$ cat src/sv/so3aerc_pkg.sv
`timescale 1ns / 1ps
// ----------------------------------------------------------------------------
// so3aerc_pkg
// Shared types, stage indexes and rounding/saturation helpers for the SO(3)
// attitude error and rate command pipeline.
// ----------------------------------------------------------------------------
package so3aerc_pkg;

  // pipeline stages, in order
  localparam int NSTG   = 7;
  localparam int S_PROD = 0;  // quaternion component products
  localparam int S_MAT  = 1;  // rotation matrix entries, Q24
  localparam int S_XP   = 2;  // matrix entry cross products, Q48
  localparam int S_SUM  = 3;  // entries of Rd^T R
  localparam int S_ERR  = 4;  // attitude error, Q14 saturated
  localparam int S_GAIN = 5;  // gain product, Q22
  localparam int S_OUT  = 6;  // output register

  localparam int NPAIR = 6;   // off-diagonal entries of Rd^T R that are used

  typedef logic signed [15:0] quat_t;
  typedef logic signed [31:0] qprod_t;
  typedef logic signed [33:0] mat_raw_t;   // Q28, exact
  typedef logic signed [29:0] mat_ent_t;   // Q24
  typedef mat_ent_t mat_t [3][3];
  typedef logic signed [57:0] xprod_t;
  typedef logic signed [59:0] asum_t;
  typedef logic signed [15:0] err_t;
  typedef logic signed [23:0] rate_t;
  typedef logic [15:0] gain_t;
  typedef logic signed [33:0] gprod_t;     // Q22

  typedef struct packed {
    logic [NSTG-1:0] ld;
  } stg_ctl_t;

  localparam logic [15:0] GAIN_RST = 16'd512;
  localparam mat_raw_t ONE_Q28 = 34'sd268435456;

  // entry (row, col) of A = Rd^T R; pairs (0,1), (2,3), (4,5) give e_x, e_y, e_z
  localparam logic [1:0] A_ROW [NPAIR] = '{2'd2, 2'd1, 2'd0, 2'd2, 2'd1, 2'd0};
  localparam logic [1:0] A_COL [NPAIR] = '{2'd1, 2'd2, 2'd2, 2'd0, 2'd0, 2'd1};

  // Q28 -> Q24, round half up
  function automatic mat_ent_t mat_round(input mat_raw_t t);
    mat_raw_t s;
    s = t + 34'sd8;
    return s[33:4];
  endfunction

  function automatic err_t sat16(input logic signed [25:0] v);
    err_t r;
    if (v > 26'sd32767) r = 16'sh7fff;
    else if (v < -26'sd32768) r = 16'sh8000;
    else r = v[15:0];
    return r;
  endfunction

  function automatic rate_t sat24(input logic signed [25:0] v);
    rate_t r;
    if (v > 26'sd8388607) r = 24'sh7fffff;
    else if (v < -26'sd8388608) r = 24'sh800000;
    else r = v[23:0];
    return r;
  endfunction

endpackage

$ cat src/sv/so3aerc_rate.sv
`timescale 1ns / 1ps
// ----------------------------------------------------------------------------
// so3aerc_rate
// Body rate command -gain*e: gain product, then rounding to Q14 and
// saturation into the output register.
// ----------------------------------------------------------------------------
module so3aerc_rate
  import so3aerc_pkg::*;
(
  input  logic     clk,
  input  stg_ctl_t ctl,
  input  gain_t    gain,
  input  err_t     err_in [3],
  output err_t     err_out [3],
  output rate_t    rate [3]
);

  gprod_t p_r    [3];
  gprod_t p_nxt  [3];
  err_t   e6_r   [3];
  err_t   e7_r   [3];
  rate_t  rc_r   [3];
  rate_t  rc_nxt [3];

  always_comb begin
    gprod_t g;
    gprod_t prod;
    g = {18'd0, gain};
    prod = '0;
    for (int c = 0; c < 3; c++) begin
      prod = g * 34'(err_in[c]);
      p_nxt[c] = -prod;
    end
  end

  always_comb begin
    gprod_t s;
    s = '0;
    for (int c = 0; c < 3; c++) begin
      s = p_r[c] + 34'sd128;
      rc_nxt[c] = sat24(s[33:8]);
    end
  end

  always_ff @(posedge clk) begin
    if (ctl.ld[S_GAIN]) begin
      p_r  <= p_nxt;
      e6_r <= err_in;
    end
    if (ctl.ld[S_OUT]) begin
      rc_r <= rc_nxt;
      e7_r <= e6_r;
    end
  end

  assign err_out = e7_r;
  assign rate    = rc_r;

endmodule

$ cat config.mk
export PLATFORM = sky130hd
export DESIGN_NAME = so3aerc_rate
export DESIGN_NICKNAME = d
export VERILOG_FILES = /design/src/sv/so3aerc_pkg.sv /design/src/sv/so3aerc_rate.sv
export SDC_FILE = /design/constraint.sdc
export NUM_CORES = 2
export LEC_CHECK = 0
export BUFFER_PORTS_ARGS = -buffer_cell sky130_fd_sc_hd__buf_2
export CAP_MARGIN = 40
export CORE_MARGIN = 5
export CORE_UTILIZATION = 50
export CTS_BUF_LIST = sky130_fd_sc_hd__clkbuf_4 sky130_fd_sc_hd__clkbuf_8
export DETAILED_ROUTE_END_ITERATION = 6
export PLACE_DENSITY = 0.67
export RECOVER_POWER = 25
export REMOVE_ABC_BUFFERS = 1
export SYNTH_ARGS = -nofsm -noshare
export SYNTH_HDL_FRONTEND = slang
export SYNTH_SLANG_ARGS = --single-unit
export TNS_END_PERCENT = 20
$ cat constraint.sdc
create_clock -name clk -period 15.2 [get_ports clk]
set_input_delay 2.28 -clock clk [delete_from_list [all_inputs] [get_ports clk]]
set_output_delay 2.28 -clock clk [all_outputs]
set_load 0.01 [all_outputs]
==> results_tabular.tex <==
\begin{tabular}{lr}
\hline
Metric & Value \\
\hline
\multicolumn{2}{l}{\textbf{Clock network}} \\
\quad Clock Pin Slew Worst Setup and Hold Paths & roughly 0.06 ns \\
\quad Buffer cell driving the clock tree root & sky130\_fd\_sc\_hd\_\_clkbuf\_8 \\
\quad Worst-case clock buffer depth & 3 \\
\quad Post-cts resize count & 0 \\
\quad TritonCTS clock tree & built \\
\quad Hold buffer count at CTS & 0 \\
\quad Number of setup buffers added after CTS & 0 \\
\quad Clock latency on the worst-skew pair & around 0.64 ns \\
\quad TritonCTS buffer count & 49 \\
\quad Number of sinks driven by the clock tree & 249 \\
\quad H-tree lvl count & 2 \\
\multicolumn{2}{l}{\textbf{Yosys}} \\
\quad Seq/Total Area, Yosys & 0.199 \\
\quad Most common cell in the synthesized netlist & sky130\_fd\_sc\_hd\_\_inv\_1 \\
\quad Number of standard cells after synthesis & a little under 4k \\
\quad Area share of the largest cell type after synthesis & 0.321 \\
\quad Post-Syn Area & $\sim$38000 um2 \\
\quad Leading cell types by count after synthesis & sky130\_fd\_sc\_hd\_\_inv\_1, sky130\_fd\_sc\_hd\_\_fa\_1, sky130\_fd\_sc\_hd\_\_and2\_1 \\
\quad Proportion of synthesized flip-flops having asynchronous set or reset & 0 \\
\quad Biggest area consumer among synthesized cells & sky130\_fd\_sc\_hd\_\_fa\_1 \\
\quad Count of synthesis-stage warnings from yosys & 0 \\
\quad Area contributors post-synth & sky130\_fd\_sc\_hd\_\_fa\_1, sky130\_fd\_sc\_hd\_\_edfxtp\_1, sky130\_fd\_sc\_hd\_\_ha\_1 \\
\quad Commonest register cell after synthesis & sky130\_fd\_sc\_hd\_\_edfxtp\_1 \\
\quad Number of enable-type register cells in the synthesized netlist & 249 \\
\quad Average cell area after synthesis & 9.62 um2 \\
\quad Flops \& latches, synth & between 200 and 250 \\
\quad Number of library cell types mapped by synthesis & 78 \\
\multicolumn{2}{l}{\textbf{Critical path}} \\
\quad Buffers and inverters on the worst path & 5 \\
\quad Most common cell type on the critical path & sky130\_fd\_sc\_hd\_\_fa\_1 \\
\quad Worst setup path class & in -> reg \\
\quad Crit end category & flop \\
\quad Startpoint class of the critical path & primary input \\
\quad CP Data Required Time & 15.59 ns \\
\quad Endpoint arrival time on the critical path & 8.71 ns \\
\quad Worst Path Max Fanout & 17 \\
\quad Crit-path cells & clkbuf\_1 > nand2\_1 > fa\_1 > inv\_1 > fa\_1 > fa\_1 > inv\_1 > fa\_1 > fa\_1 > inv\_1 > fa\_1 > inv\_1 > ha\_1 > a21oi\_1 > o211ai\_1 > a211oi\_1 > o21ai\_1 > a2111oi\_0 > o21bai\_1 > a21oi\_1 > xnor2\_1 \\
\quad Crit path max-delay cell type & sky130\_fd\_sc\_hd\_\_clkbuf\_1 \\
\quad Peak per-stage delay on the critical path & 0.75 ns \\
\quad Largest delay share family, worst path & adder cells \\
\multicolumn{2}{l}{\textbf{Global route}} \\
\quad Via count of the first global-routing pass & roughly 27k \\
\quad Largest net degree at the start of global routing & 62 \\
\quad Grt met1 use & 0.266 \\
\quad Initial antenna violation count & 6 \\
\quad Busiest grt layer & met2 \\
\quad Global routing met2 resource utilization & 0.352 \\
\quad Wire length of the first global-routing pass & 134000 um \\
\quad Total Routing Usage GR & 0.200 \\
\quad Final global-route overflow total & 0 \\
\quad Met3 usage in global routing & 0.0284 \\
\multicolumn{2}{l}{\textbf{Drt}} \\
\quad Initial DRC Count & 1068 \\
\quad Per-cell routed wire length & 15.5 um \\
\quad Post-route DRC violation count & 0 \\
\quad Post-detailed-routing wire length & approximately 80000 um \\
\quad First-pass DRT Iterations & 5 \\
\quad Number of vias after detailed routing & 25.5k \\
\quad Final antenna-violating net count & 0 \\
\quad Vias per cell & 5.09 \\
\multicolumn{2}{l}{\textbf{STA}} \\
\quad Post-route worst hold slack & 0.407 ns \\
\quad Summed negative setup slack over all endpoints & 0 ns \\
\quad Worst-case headroom to the max-slew limit & -1.42 \\
\quad Final number of max-transition violations & approximately 120 \\
\quad Final worst path period need & 8.32 ns \\
\quad Unrepaired setup endpoints after global routing & false \\
\quad Endpoints failing hold & 0 \\
\quad Final setup vio count & 0 \\
\quad Least-Margin Pin Slew & 3.64 ns \\
\quad Highest achievable clock rate & 120 MHz \\
\quad Final worst-path setup slack & 6.88 ns \\
\quad Final clock period utilization by the worst path & 0.547 \\
\quad Worst clock skew on the final layout & $\sim$0.018 ns \\
\multicolumn{2}{l}{\textbf{Run}} \\
\quad Max Cap Viol & 2 \\
\multicolumn{2}{l}{\textbf{Die}} \\
\quad \# IOs & 192 \\
\quad Initial core utilization & 0.505 \\
\quad Chip width & 284 um \\
\quad Die height & 284 um \\
\quad Number of placement rows & 100 \\
\quad Placeable core region & 74600 um2 \\
\quad Floorplan die area & 80900 um2 \\
\multicolumn{2}{l}{\textbf{Placement}} \\
\quad Number of buffer cells added on primary ports & $\sim$190 \\
\quad RePlAce Congestion & 0.848 \\
\quad Sum of net half-perimeters after detailed placement & 58700 um \\
\quad Pre-CTS worst setup slack & 6.37 ns \\
\multicolumn{2}{l}{\textbf{Finish}} \\
\quad Number of filler cells placed in the layout & 6816 \\
\quad Net count of the finished layout & between 5k and 6k \\
\quad Post-route core utilization & 0.539 \\
\quad Area growth from synthesis to layout & 6.81\% \\
\quad Fraction of layout instances using a drive strength above 1 & 0.0645 \\
\multicolumn{2}{l}{\textbf{Status}} \\
\quad Run status & finished with violations \\
\quad Violations in the final reports & capacitance limit, slew limit \\
\multicolumn{2}{l}{\textbf{Worst hold path}} \\
\quad Class of the most critical hold timing path & reg -> reg \\
\hline
\end{tabular}
==> state kept, by name (all words and copies together) (netlist names) <==
name and cells:
err_out 48, p_r 81, rate 72, e6_r 48
==> per-stage QoR <==
stage / std cells / cell area [um2]
final: 5017 / 40200
after detailed placement: 4928 / 39300
after global placement: 4927 / 39300
after floorplan: 3753 / 37000
after CTS: 5016 / 40300
after global routing: 5017 / 40200
==> area by class of cell <==
class / count / area [um2] / area share
antenna: 1 / 2.50 / 0.0000622
clock buffer: 60 / 757 / 0.0188
clock inverter: 28 / 205 / 0.00510
inverter: 988 / 3710 / 0.0922
multi-input combinational: 2516 / 25800 / 0.642
sequential: 249 / 7480 / 0.186
tap: 969 / 1210 / 0.0302
timing repair buffer: 206 / 1030 / 0.0256
==> layer usage <==
metal	share of wire	routed length [um]
met1	0.44	34200
met2	0.50	38800
met3	0.047	3650
met4	0.017	1300
met5	0.00026	20
==> layout by cell type, fill, tap and decap left out, drive strengths merged, types with 3 or more instances in the layout <==
cell        n
a211o       3
a211oi     11
a21o       26
a21oi      97
a311oi      6
a31oi      13
a32oi       3
and2      410
and3       21
and4       11
buf       156
clkbuf    110
clkinv     17
clkinvlp    7
edfxtp    249
fa        603
ha        399
inv       990
nand2     384
nand2b     10
nand3      43
nand3b      5
nand4      26
nor2       63
nor2b      57
nor3       19
nor4        4
nor4b       3
o211ai      8
o21a        9
o21ai      96
o21bai      8
o22ai       4
o31ai       5
or2         3
or3         6
xnor2      71
xor2       65
==> kinds of logic (layout without fill, tap and decap cells) <==
logic type	count (synthesis)	after routing	share of synthesized area
AND/OR/NAND/NOR	1073	1073	0.151
buffers and inverters	1146	1282	0.115
multiplexers	1	1	0.000266
flip-flops	249	249	0.199
AO/OA/AOI/OAI	304	304	0.0499
adder cells (fa/ha/maj)	1002	1002	0.453
XOR/XNOR	136	136	0.0316
other	0	1	0
==> final timing paths <==
kind / startpoint / end / slack, ns / cells past startpoint
min reg2reg: e6_r[16] / err_out[16] / 0.41 / 0
max reg2reg: p_r[7] / rate[5] / 12.03 / 7
max: err_in[5] / p_r[26] / 6.88 / 21
min: e6_r[16] / err_out[16] / 0.41 / 0
Power is left out: the tool's default activity adds up to more than one toggle a clock period on the data nets, which glitch-free logic cannot reach.
